--- src/hw/rtl/linear_blend_vertex_skinning_macros.svh ---
// Assertion helpers shared by the skinning block.
`ifndef LINEAR_BLEND_VERTEX_SKINNING_MACROS_SVH
`define LINEAR_BLEND_VERTEX_SKINNING_MACROS_SVH

`define LBVS_ASSERT_NEVER(lbl, cond, msg) \
  lbl: assert property (@(posedge clk_i) disable iff (!rst_ni) !(cond)) else $error(msg);

`define LBVS_ASSERT_NEXT(lbl, ante, cons, msg) \
  lbl: assert property (@(posedge clk_i) disable iff (!rst_ni) (ante) |=> (cons)) \
    else $error(msg);

`endif

--- src/hw/rtl/lbvs_pkg.sv ---
package lbvs_pkg;

  localparam int unsigned BONE_COUNT     = 128;
  localparam int unsigned BONE_W         = $clog2(BONE_COUNT);
  localparam int unsigned WORDS_PER_BONE = 12;
  localparam int unsigned SLOT_W         = $clog2(WORDS_PER_BONE);
  localparam int unsigned ORIGIN_SLOT    = 9;
  localparam int unsigned FRAC_BITS      = 16;
  localparam int unsigned WEIGHT_W       = 16;
  localparam int unsigned SHARE_W        = WEIGHT_W + 3;
  localparam int unsigned MAX_EXTRA      = 3;
  localparam int unsigned OUT_DEPTH      = 8;
  localparam int unsigned CNT_W          = $clog2(OUT_DEPTH + 1);
  localparam int unsigned WEIGHT_ONE     = 1 << WEIGHT_W;
  localparam logic [7:0]  NORMAL_SCALE   = 8'd63;
  localparam logic [8:0]  SCALE_BIAS     = 9'd192;
  localparam logic signed [9:0] BYTE_BIAS = 10'sd127;
  localparam logic signed [55:0] ROUND_BIAS = 56'sd4261478400;
  localparam logic signed [55:0] SAT_NUMER  = 56'sd8556380160;
  localparam int unsigned DEN_SHIFT      = FRAC_BITS + 1;

  typedef enum logic {
    KIND_LOAD   = 1'b0,
    KIND_VERTEX = 1'b1
  } kind_e;

  typedef struct packed {
    logic                      valid;
    logic                      first;
    logic                      last;
    logic signed [SHARE_W-1:0] weight;
    logic signed [31:0]        x;
    logic signed [31:0]        y;
    logic signed [31:0]        z;
    logic [31:0]               normal;
    logic [31:0]               tangent;
  } beat_t;

  typedef struct packed {
    logic              we;
    logic [BONE_W-1:0] waddr;
    logic [SLOT_W-1:0] wword;
    logic [31:0]       wdata;
    logic              re;
    logic [BONE_W-1:0] raddr;
  } ram_ctrl_t;

  typedef struct packed {
    logic [31:0] x;
    logic [31:0] y;
    logic [31:0] z;
    logic [31:0] normal;
    logic [31:0] tangent;
  } result_t;

  function automatic logic [31:0] sat32(input logic signed [55:0] v);
    logic [31:0] r;
    if (v > 56'sd2147483647) begin
      r = 32'h7FFF_FFFF;
    end else if (v < -56'sd2147483648) begin
      r = 32'h8000_0000;
    end else begin
      r = v[31:0];
    end
    return r;
  endfunction

endpackage

--- src/hw/rtl/lbvs_out_fifo.sv ---
module lbvs_out_fifo import lbvs_pkg::*; (
  input  logic    clk_i,
  input  logic    rst_ni,
  input  logic    push_i,
  input  result_t data_i,
  output logic    valid_o,
  input  logic    ready_i,
  output result_t data_o,
  output logic    full_o
);

  localparam int unsigned PTR_W = $clog2(OUT_DEPTH);

  result_t          mem_q [OUT_DEPTH];
  logic [PTR_W-1:0] wptr_q, rptr_q;
  logic [CNT_W-1:0] count_q;
  logic             pop;

  assign valid_o = count_q != '0;
  assign full_o  = count_q == CNT_W'(OUT_DEPTH);
  assign pop     = valid_o && ready_i;
  assign data_o  = mem_q[rptr_q];

  always_ff @(posedge clk_i) begin
    if (push_i) begin
      mem_q[wptr_q] <= data_i;
    end
  end

  always_ff @(posedge clk_i or negedge rst_ni) begin
    if (!rst_ni) begin
      wptr_q  <= '0;
      rptr_q  <= '0;
      count_q <= '0;
    end else begin
      if (push_i) begin
        wptr_q <= wptr_q + PTR_W'(1);
      end
      if (pop) begin
        rptr_q <= rptr_q + PTR_W'(1);
      end
      case ({push_i, pop})
        2'b10:   count_q <= count_q + CNT_W'(1);
        2'b01:   count_q <= count_q - CNT_W'(1);
        default: count_q <= count_q;
      endcase
    end
  end

endmodule

--- config.mk ---
export PLATFORM = sky130hd
export DESIGN_NAME = lbvs_out_fifo
export DESIGN_NICKNAME = d
export VERILOG_FILES = /design/src/hw/rtl/linear_blend_vertex_skinning_macros.svh /design/src/hw/rtl/lbvs_pkg.sv /design/src/hw/rtl/lbvs_out_fifo.sv
export SDC_FILE = /design/constraint.sdc
export NUM_CORES = 1
export LEC_CHECK = 0
export BUFFER_PORTS_ARGS = -buffer_cell sky130_fd_sc_hd__clkbuf_2
export CORE_MARGIN = 2
export CORE_UTILIZATION = 37
export CTS_BUF_LIST = sky130_fd_sc_hd__clkbuf_2
export DETAILED_ROUTE_END_ITERATION = 8
export GPL_ROUTABILITY_DRIVEN = 1
export HOLD_SLACK_MARGIN = 0.08
export PLACE_DENSITY = 0.54
export SLEW_MARGIN = 15
export SYNTH_ARGS = -nofsm -noshare
export SYNTH_HDL_FRONTEND = slang
export SYNTH_SLANG_ARGS = --single-unit
--- constraint.sdc ---
create_clock -name clk_i -period 23 [get_ports clk_i]
set_clock_uncertainty 0.1 [all_clocks]
set_input_delay 4.6 -clock clk_i [delete_from_list [all_inputs] [get_ports clk_i]]
set_output_delay 4.6 -clock clk_i [all_outputs]
set_load 0.01 [all_outputs]
==> impl_metrics.csv <==
group,metric,value,unit
synth,syn_nets,2074,
global_route,grt_max_degree,151,
critical_path,worst-setup-path-type,"reg2out",
routing,dr.pass1.iters,5,
flow_run,cap_viol_max_count,0,
synth,synth_cells,1905,
pwr,peakVddDrop,0.00006912,V
layout,nets,2697,
timing,min_period,10.12,ns
clock_network,cts_buffers,345,
critical_path,crit_arrival,5.42,ns
timing,fin_setup_tns,0,ns
synth,syn_area,48750,sq um
floorplanning,num_rows,133,
clock_network,post-cts-setup-buffers,0,
synth,yosysWarningCount,0,
floorplanning,core,131100,sq um
pwr,power_density,120.8,nW/um^2
layout,nFillCells,11640,
critical_path,r2r_start,"wptr_q[1]",
min_path,min_path_type,"reg2reg",
routing,ant_nets,0,
routing,dr.first_iter.drc_count,1474,
clock_network,hold_buffers,0,
layout,syn2layout_area_growth,13.15,%
layout,drive_gt1_frac,0.4902,
synth,yosysSeqAreaShare,0.7936,
clock_network,cts.htree.levels,5,
critical_path,r2r_cells,4,
routing,via_per_inst,4.970,
placement,dp_hpwl,55050,um
placement,io_buffers,325,
synth,yosys-top-cells-area,"edfxtp_1, mux4_2, mux2_2",
timing,hold_viol_final,0,
critical_path,rrSetupSlack,19.71,ns
timing,finalCritPeriodShare,0.4401,
global_route,grt_pass1_wl,155500,um
clock_network,clock_latency,1.67,ns
timing,worst_pin_slew,1.181,ns
critical_path,crit_path_start,"rptr_q[1]",
routing,vias,22470,
timing,timing.final.ws_setup,12.88,ns
floorplanning,io_pins,326,
clock_network,path_clk_slew,0.10,ns
floorplanning,die_width,367.0,um
placement,pre_cts_slack,14.49,ns
routing,wl_per_cell,23.19,um
min_path,worstHoldStart,"count_q[3]",
critical_path,worst_r2r_endpoint,"mem_q[1][105]",
clock_network,clockBufferDepth,4,
critical_path,worstPathCellList,"buf_4 > buf_4 > mux4_2 > mux2_2 > clkbuf_2",
routing,routed_wl,104800,um
global_route,antenna_found_initial,22,
critical_path,cp.depth,5,
timing,drv_slew,0,
synth,ys_types,26,
global_route,grt_pass1_vias,24860,
timing,max_freq,98.80,MHz
clock_network,clock-root-buffer,"clkbuf_2",
clock_network,post_cts_resized,0,
pwr,power.leakage,18.32,nW
global_route,gr-usage-all-layers,0.1561,
timing,hold_slack,0.4103,ns
global_route,gr-total-overflow,0,
critical_path,endpoint,"data_o[47]",
routing,drc,0,
critical_path,worstPathRequired,18.30,ns
floorplanning,initial_utilization,0.3718,
critical_path,crit_top_cell,"buf_4",
clock_network,cts.sinks,1290,
critical_path,cp-end-kind,"output port",
timing,relSlewSlack,0.2123,
clock_network,cts_tree,"yes",
floorplanning,dieHeight,367.0,um
critical_path,path_buf_inv,3,
layout,seqCellArea,38700,sq um
critical_path,start_kind,"flop",
critical_path,critPathMaxStageDelay,0.94,ns
layout,final_common_cell,"edfxtp_1",
placement,gp_congestion,0.6854,
critical_path,cp_slowest_cell,"dfrtp_4",
timing,setup_viol,0,
synth,syn_area_per_cell,25.59,sq um
status,outcome,"finished, final reports clean",
floorplanning,die-area,134700,sq um
synth,ys_ff_latch,1290,
critical_path,crit_family,"buffers and inverters",
synth,synth_top_area_cell,"edfxtp_1",
timing,rsz0062_at_grt,"no",
layout,multi_input_area,9383,sq um
synth,synth_top_area_frac,0.7884,
layout,mostFrequentLayoutCells,"edfxtp_1, clkbuf_2, mux4_2",
critical_path,cp_max_fo,67,
## cell type report
cell class / count / area share
multi-input combinational: 523 / 0.1701
inverter: 2 / 0.0001361
antenna: 11 / 0.0004990
timing repair buffer: 366 / 0.03597
tap: 1755 / 0.03981
sequential: 1290 / 0.7015
clock inverter: 106 / 0.009572
clock buffer: 467 / 0.04237
## cell families after synthesis
kind of cell / synth area share
flip-flops: 0.7936
multiplexers: 0.1857
buffers and inverters: 0.01509
AND/OR/NAND/NOR: 0.002284
XOR/XNOR: 0.001617
adder cells (fa/ha/maj): 0.001283
AO/OA/AOI/OAI: 0.0004619
## worst register-to-register path, cell delays in order (launching register included)
cell,delay [ns]
dfrtp_1,0.40
nand2b_1,0.31
nor2_4,0.46
buf_4,0.68
buf_4,0.79
## synth_stat cells, drive strengths merged
master / number
mux4: 320
o41ai: 1
nor2b: 1
a41oi: 1
dfrtp: 10
xnor2: 4
clkbuf: 12
ha: 5
nor2: 7
nor3: 3
buf: 78
edfxtp: 1280
nand2: 4
nand3: 1
nor4b: 2
a21oi: 1
xor2: 5
inv: 2
mux2i: 1
or4: 1
mux2: 163
nand2b: 3
## registers in the layout, indices dropped and copies added, names as in the netlist
signal	cells
count_q	4
wptr_q	3
mem_q	1280
rptr_q	3
## metal layers
layer  track usage  share of wire
met5             0         0.0021
met4       0.06289          0.025
met3       0.05434          0.070
met2        0.2612           0.51
met1        0.1841           0.39
## worst min-delay path by stage
stage | endpoint | slack (ns) | cells after the start
finish | count_q[3] | 0.41 | 1
global route | count_q[3] | 0.42 | 1
CTS | count_q[3] | 0.41 | 1
detailed placement | count_q[3] | 0.39 | 1
global placement | count_q[3] | 0.36 | 1
floorplan | count_q[3] | 0.35 | 1
## per-stage QoR
step | util | area, sq um | total power, W | instances
finish | 0.4207 | 55160 | 0.006666 | 4520
global placement | 0.3986 | 52270 | 0.005269 | 3936
floorplan | - | 48750 | 0.004667 | 1905
global route | 0.4206 | 55160 | 0.007048 | 4518
CTS | 0.4205 | 55130 | 0.006811 | 4509
detailed placement | 0.3986 | 52270 | 0.005299 | 3936
## power by group
group / internal [W] / total (W) / switching (W)
Clock: 0.000592 / 0.00149 / 0.000893
Sequential: 0.00295 / 0.00307 / 0.000126
Combinational: 0.000989 / 0.00211 / 0.00112
Total: 0.00453 / 0.00667 / 0.00214
Note: power is estimated with default switching activity, not from simulation.
