===== src/hw/rtl/linear_blend_vertex_skinning_macros.svh =====
// Assertion helpers shared by the skinning block.
`ifndef LINEAR_BLEND_VERTEX_SKINNING_MACROS_SVH
`define LINEAR_BLEND_VERTEX_SKINNING_MACROS_SVH

`define LBVS_ASSERT_NEVER(lbl, cond, msg) \
  lbl: assert property (@(posedge clk_i) disable iff (!rst_ni) !(cond)) else $error(msg);

`define LBVS_ASSERT_NEXT(lbl, ante, cons, msg) \
  lbl: assert property (@(posedge clk_i) disable iff (!rst_ni) (ante) |=> (cons)) \
    else $error(msg);

`endif


===== src/hw/rtl/lbvs_pkg.sv =====
package lbvs_pkg;

  localparam int unsigned BONE_COUNT     = 128;
  localparam int unsigned BONE_W         = $clog2(BONE_COUNT);
  localparam int unsigned WORDS_PER_BONE = 12;
  localparam int unsigned SLOT_W         = $clog2(WORDS_PER_BONE);
  localparam int unsigned ORIGIN_SLOT    = 9;
  localparam int unsigned FRAC_BITS      = 16;
  localparam int unsigned WEIGHT_W       = 16;
  localparam int unsigned SHARE_W        = WEIGHT_W + 3;
  localparam int unsigned MAX_EXTRA      = 3;
  localparam int unsigned OUT_DEPTH      = 8;
  localparam int unsigned CNT_W          = $clog2(OUT_DEPTH + 1);
  localparam int unsigned WEIGHT_ONE     = 1 << WEIGHT_W;
  localparam logic [7:0]  NORMAL_SCALE   = 8'd63;
  localparam logic [8:0]  SCALE_BIAS     = 9'd192;
  localparam logic signed [9:0] BYTE_BIAS = 10'sd127;
  localparam logic signed [55:0] ROUND_BIAS = 56'sd4261478400;
  localparam logic signed [55:0] SAT_NUMER  = 56'sd8556380160;
  localparam int unsigned DEN_SHIFT      = FRAC_BITS + 1;

  typedef enum logic {
    KIND_LOAD   = 1'b0,
    KIND_VERTEX = 1'b1
  } kind_e;

  typedef struct packed {
    logic                      valid;
    logic                      first;
    logic                      last;
    logic signed [SHARE_W-1:0] weight;
    logic signed [31:0]        x;
    logic signed [31:0]        y;
    logic signed [31:0]        z;
    logic [31:0]               normal;
    logic [31:0]               tangent;
  } beat_t;

  typedef struct packed {
    logic              we;
    logic [BONE_W-1:0] waddr;
    logic [SLOT_W-1:0] wword;
    logic [31:0]       wdata;
    logic              re;
    logic [BONE_W-1:0] raddr;
  } ram_ctrl_t;

  typedef struct packed {
    logic [31:0] x;
    logic [31:0] y;
    logic [31:0] z;
    logic [31:0] normal;
    logic [31:0] tangent;
  } result_t;

  function automatic logic [31:0] sat32(input logic signed [55:0] v);
    logic [31:0] r;
    if (v > 56'sd2147483647) begin
      r = 32'h7FFF_FFFF;
    end else if (v < -56'sd2147483648) begin
      r = 32'h8000_0000;
    end else begin
      r = v[31:0];
    end
    return r;
  endfunction

endpackage


===== src/hw/rtl/lbvs_seq.sv =====
module lbvs_seq import lbvs_pkg::*; (
  input  logic               clk_i,
  input  logic               rst_ni,
  input  logic               in_valid_i,
  output logic               in_ready_o,
  input  logic               kind_i,
  input  logic signed [31:0] pos_x_i,
  input  logic signed [31:0] pos_y_i,
  input  logic signed [31:0] pos_z_i,
  input  logic [31:0]        normal_in_i,
  input  logic [31:0]        tangent_in_i,
  input  logic [27:0]        bone_list_i,
  input  logic [47:0]        weight_list_i,
  input  logic [1:0]         extra_influences_i,
  input  logic [6:0]         load_bone_i,
  input  logic [3:0]         load_slot_i,
  input  logic signed [31:0] load_value_i,
  input  logic               out_fire_i,
  output ram_ctrl_t          ram_o,
  output beat_t              beat_o
);

  logic                busy_q, busy_d;
  logic [1:0]          ptr_q, ptr_d;
  logic [1:0]          extra_q;
  logic [BONE_W-1:0]   bones_q [MAX_EXTRA];
  logic [WEIGHT_W-1:0] w_q [MAX_EXTRA];
  logic signed [31:0]  px_q, py_q, pz_q;
  logic [CNT_W-1:0]    cnt_q, cnt_d;
  beat_t               beat_q, beat_d;
  logic                credit, is_load, accept, vtx;
  logic [WEIGHT_W+1:0] wsum;
  logic signed [SHARE_W-1:0] share0;

  always_comb begin
    credit     = cnt_q < CNT_W'(OUT_DEPTH);
    is_load    = kind_e'(kind_i) == KIND_LOAD;
    in_ready_o = !busy_q && (is_load || credit);
    accept     = in_valid_i && in_ready_o;
    vtx        = accept && !is_load;

    wsum = '0;
    for (int i = 0; i < MAX_EXTRA; i++) begin
      if (2'(i) < extra_influences_i) begin
        wsum = wsum + (WEIGHT_W+2)'(weight_list_i[WEIGHT_W*i +: WEIGHT_W]);
      end
    end
    share0 = $signed(SHARE_W'(WEIGHT_ONE)) - $signed({1'b0, wsum});

    ram_o.we    = accept && is_load && (load_slot_i < SLOT_W'(WORDS_PER_BONE));
    ram_o.waddr = load_bone_i;
    ram_o.wword = load_slot_i;
    ram_o.wdata = load_value_i;
    ram_o.re    = vtx || busy_q;
    ram_o.raddr = busy_q ? bones_q[ptr_q] : bone_list_i[BONE_W-1:0];

    beat_d.valid   = vtx || busy_q;
    beat_d.normal  = normal_in_i;
    beat_d.tangent = tangent_in_i;
    if (busy_q) begin
      beat_d.first  = 1'b0;
      beat_d.last   = ptr_q == (extra_q - 2'd1);
      beat_d.weight = $signed({3'b000, w_q[ptr_q]});
      beat_d.x      = px_q;
      beat_d.y      = py_q;
      beat_d.z      = pz_q;
      busy_d        = !beat_d.last;
      ptr_d         = ptr_q + 2'd1;
    end else begin
      beat_d.first  = 1'b1;
      beat_d.last   = extra_influences_i == 2'd0;
      beat_d.weight = share0;
      beat_d.x      = pos_x_i;
      beat_d.y      = pos_y_i;
      beat_d.z      = pos_z_i;
      busy_d        = vtx && (extra_influences_i != 2'd0);
      ptr_d         = 2'd0;
    end

    case ({vtx, out_fire_i})
      2'b10:   cnt_d = cnt_q + CNT_W'(1);
      2'b01:   cnt_d = cnt_q - CNT_W'(1);
      default: cnt_d = cnt_q;
    endcase
  end

  always_ff @(posedge clk_i or negedge rst_ni) begin
    if (!rst_ni) begin
      busy_q <= 1'b0;
      ptr_q  <= '0;
      cnt_q  <= '0;
      beat_q <= '0;
    end else begin
      busy_q <= busy_d;
      ptr_q  <= ptr_d;
      cnt_q  <= cnt_d;
      beat_q <= beat_d;
    end
  end

  always_ff @(posedge clk_i) begin
    if (vtx) begin
      for (int i = 0; i < MAX_EXTRA; i++) begin
        bones_q[i] <= bone_list_i[BONE_W*(i+1) +: BONE_W];
        w_q[i]     <= weight_list_i[WEIGHT_W*i +: WEIGHT_W];
      end
      extra_q <= extra_influences_i;
      px_q    <= pos_x_i;
      py_q    <= pos_y_i;
      pz_q    <= pos_z_i;
    end
  end

  assign beat_o = beat_q;

endmodule


===== config.mk =====
export PLATFORM = sky130hd
export DESIGN_NAME = lbvs_seq
export DESIGN_NICKNAME = d
export VERILOG_FILES = /design/src/hw/rtl/linear_blend_vertex_skinning_macros.svh /design/src/hw/rtl/lbvs_pkg.sv /design/src/hw/rtl/lbvs_seq.sv
export SDC_FILE = /design/constraint.sdc
export NUM_CORES = 1
export LEC_CHECK = 0
export BUFFER_PORTS_ARGS = -buffer_cell sky130_fd_sc_hd__buf_4
export CAP_MARGIN = 5
export CORE_AREA = 4 4 202 204
export CTS_BUF_LIST = sky130_fd_sc_hd__clkbuf_2
export CTS_CLUSTER_DIAMETER = 100
export DETAILED_ROUTE_END_ITERATION = 10
export DIE_AREA = 0 0 206 208
export PLACE_DENSITY = 0.62
export SLEW_MARGIN = 5
export SYNTH_ARGS = -nofsm -noshare
export SYNTH_HDL_FRONTEND = slang
export SYNTH_SLANG_ARGS = --single-unit

===== constraint.sdc =====
create_clock -name clk_i -period 9.5 [get_ports clk_i]
set_input_delay 1.425 -clock clk_i [delete_from_list [all_inputs] [get_ports clk_i]]
set_output_delay 1.425 -clock clk_i [all_outputs]
set_load 0.005 [all_outputs]

==> results.md <==
- Clk Latency, worst-skew pair: between 900 and 1000 ps
- Worst setup EP type: flip-flop
- Share of synthesized area occupied by flip-flops and latches: between 60% and 70%
- Aggregate global-route resource usage: between 20% and 30%
- Die Span X: roughly 210 µm
- Share of power burned in registers: between 40% and 50%
- Total congestion overflow: 0
- Residual DRC count: 0
- Reg-to-reg endpoint: py_q[18]
- Switching power: ~1.4 mW
- Buffers added on ports: around 440
- Post-route setup TNS: 0 ps
- Fraction of final layout cells sized beyond drive strength 1: a little under half
- Routed wire length: approximately 44000 µm
- Routed len/inst: around 21 µm
- Static Leak: ~8.4 nW
- Combined area of the multi-input logic cells: roughly 0.0046 mm²
- Initial antenna violation count: 7
- Arr. time, crit path: roughly 7000 ps
- Clock tree root buffer cell: clkbuf_2
- Number of cell instances on the worst register-to-register path: 4
- Skew final: roughly 67 ps
- Min Tclk post-route: about 6300 ps
- TritonCTS Buffers: 92
- Launching element type of the critical path: input pin
- Total power consumption of the routed design: between 4 and 5 mW
- Final number of setup-violating endpoints: 0
- Hold Path Class: reg2reg
- Final Hold Viols: 0
- Share of total power in combinational logic: a little under a third
- Max cap viols: 0
- Starting utilization of the core area: 37.98%
- Site row count: 73
- Transition time at the pin with the least slew margin: about 960 ps
- Worst-case vdd ir drop: a little under 0.09 mV
- Total of flip-flops plus latches after synthesis: approximately 360
- Fraction of registers with async set/reset: 53.09%
- Number of synthesized flops with an enable pin: around 170
- Critical R2R Launch: busy_q
- Final core utilization: roughly 49%
- CTS clk-pin slew, worst paths: about 120 ps
- Library cell with the largest summed area after synthesis: edfxtp_1
- Data required, critical path: about 10000 ps
- Die footprint: around 0.043 mm²
- Share of the synthesized area in the top cell type: roughly a third
- F_max: 159.7 MHz
- Gpl congestion: between 0.9 and 1
- TritonCTS Sinks: between 300 and 400
- Count of antenna-violating nets left after detailed routing: 0
- Top cells by area in the synthesized netlist: edfxtp_1, dfrtp_1, mux2_2
- Vias post-DR: between 10000 and 15000
- Syn Inst Count: 1060
- Pwr per Cell Area: around 230 mW/mm²
- Filler cell count in the final layout: approximately 3600
- HPWL reported at the end of detailed placement: 33350 µm
- Buffers inserted during post-CTS setup optimization: 0
- Status: finished, final reports clean
- CTS H-tree depth: 3
- Internal portion of total power: roughly 3.0 mW
- RSZ-0062 raised after global routing: no
- Max-slew violation total from the final report: 0
- Number of iterations in the first detailed-routing pass: 5
- Clk pwr share: between 20% and 30%
- Vias per inst: about 4.9
- Synthesis-to-finish area growth: 29.72%
- Clock Tree Buf Depth: 3
- Switching part of the total power: about a third
- Area used by sequential logic in the layout: between 0.009 and 0.01 mm²
- Number of cells on the worst hold path: 1
- Average footprint of a synthesized cell: between 10 and 15 µm²
- Largest net degree at the start of global routing: 80
- Final net count: roughly 1800
- Largest driver fanout on the critical path: 35
- Post-route fraction of the period consumed by the critical path: between 60% and 70%
- Total standard cell area after synthesis: approximately 0.015 mm²
- Syn Nets: between 1000 and 1500
- Number of buffers inserted by hold repair at cts: 0
- Reg-to-reg setup timing slack: approximately 6300 ps
- Number of primary I/O pins: between 500 and 600
- Count of different cell masters after synthesis: 67
- Flip-flop cell with the highest count after synthesis: dfrtp_1
- Post_cts resized: 0
- Worst Setup Path Type: in2reg
- Max-slew headroom: 36.03%
- Beginning of the worst hold path: py_q[22]
- Core area: 0.03928 mm²
- Number of warnings printed during yosys synthesis: 0
- First-iteration detailed-routing DRC count: between 500 and 600
- Via count of the first global-routing pass: roughly 11000
- WHS Endpoint: beat_o[118]
- Die extent in y: between 200 and 250 µm
- Wire length of the first global-routing pass: about 65000 µm
- Clock tree from TritonCTS: yes
-- metrics by stage --
stage / cell area (µm²) / worst slack [ps] / hold slack, ps / instances
after floorplan: 14920 / 1784 / 441.9 / 1060
after global placement: 18470 / 2458 / 457.2 / 1949
after detailed placement: 18470 / 2326 / 461.0 / 1949
after CTS: 19330 / 3392 / 354.3 / 2121
after global routing: 19350 / 2913 / 374.2 / 2127
final: 19350 / 3238 / 426.3 / 2127
-- synth_stat cells, types with 7 or more instances --
master / count
a21o_1: 15
edfxtp_1: 167
a211oi_1: 8
a21oi_1: 42
nor2_1: 40
nand3_1: 10
dfrtp_1: 189
mux2_2: 107
inv_1: 15
nand2b_1: 10
o21ai_0: 64
mux2i_1: 31
and3_1: 10
and2_1: 16
nand2_1: 62
xor2_1: 14
nor3_1: 7
ha_1: 35
xnor2_1: 29
a22o_1: 8
clkbuf_1: 36
buf_4: 44
-- routing by layer --
metal	track usage (%)	part of all wire [%]	up-vias
li1	-	-	4813
met1	22.23	36	4972
met2	35.72	53	468
met3	6.032	8.4	74
met4	7.779	2.7	2
met5	0	0.029	-
-- worst max-delay path, stage by stage --
cell and delay [ps]:
buf_4 240, or2_2 470, and2_1 240, ha_1 310, a21oi_1 70, maj3_1 360
o311ai_0 490, a21oi_1 150, xnor2_1 140, mux2_2 280, ha_1 380, a2111o_1 470
o21ai_0 320, nand2_1 110, xor2_1 160, a222oi_1 440, and3_1 320, nand4_1 150
o311ai_0 390, a21oi_1 120
-- power groups by stage --
stage,Sequential (mW),Combinational [mW],Clock (mW)
3_3_place_gp,2.03,1.36,0
6_report,2.00,1.35,1.05
3_5_place_dp,2.04,1.37,0
2_1_floorplan,2.04,0.707,0
4_1_cts,2.01,1.38,1.10
5_1_grt,2.03,1.47,1.20
-- cells by family (layout without fill, tap and decap cells) --
logic type	count (synthesis)	in the layout	share of synthesized area, %
DFF	356	356	65.33
AOI/OAI and AO/OA	192	192	8.305
muxes	138	138	10.16
other	0	6	0
and+or+nand+nor	190	190	6.509
buffers and inverters	101	637	3.674
adders and majority gates	40	40	3.498
xor gates and xnor gates	43	43	2.525
-- layout make-up --
class                      count  area share (%)
antenna                        6         0.07760
clock buffer                 131           3.389
clock inverter                41           1.073
inverter                      16          0.3104
multi-input combinational    603           23.92
sequential                   356           50.38
tap                          525           3.395
timing repair buffer         449           17.45
-- state kept, by name, summed over array words and instances, names as in the netlist --
register / cells
cnt_q: 4
pz_q: 32
px_q: 32
ptr_q: 2
bones_q: 21
busy_q: 1
beat_o: 182
py_q: 32
w_q: 48
extra_q: 2
-- worst max-delay path by stage --
stage	start	to
after floorplan	kind_i	ram_o[7]
after global placement	extra_influences_i[1]	beat_o[176]
after detailed placement	extra_influences_i[1]	beat_o[176]
after CTS	extra_influences_i[1]	beat_o[177]
after global routing	extra_influences_i[1]	beat_o[176]
final	extra_influences_i[1]	beat_o[177]
-- cell usage in the layout (no fill, tap or decap), drive strengths merged, types with 3 or more instances in the layout --
cell type and n:
and3 10, nand2b 10, xnor2 29, buf 448
o21ai 65, and2 16, ha 35, a211oi 8
o31ai 4, or2 4, clkbuf 132, o211ai 5
a21oi 42, a22o 8, xor2 14, nor2b 3
mux2i 31, a21o 15, inv 19, nand4 6
nor2 40, o21a 5, or3 6, a222oi 3
o211a 3, a31oi 6, fa 3, diode 6
nor3 7, dfrtp 189, edfxtp 167, mux2 107
a31o 3, nor3b 6, nand2 62, nand3 10
clkinv 36
(Power assumes the default switching activity.)
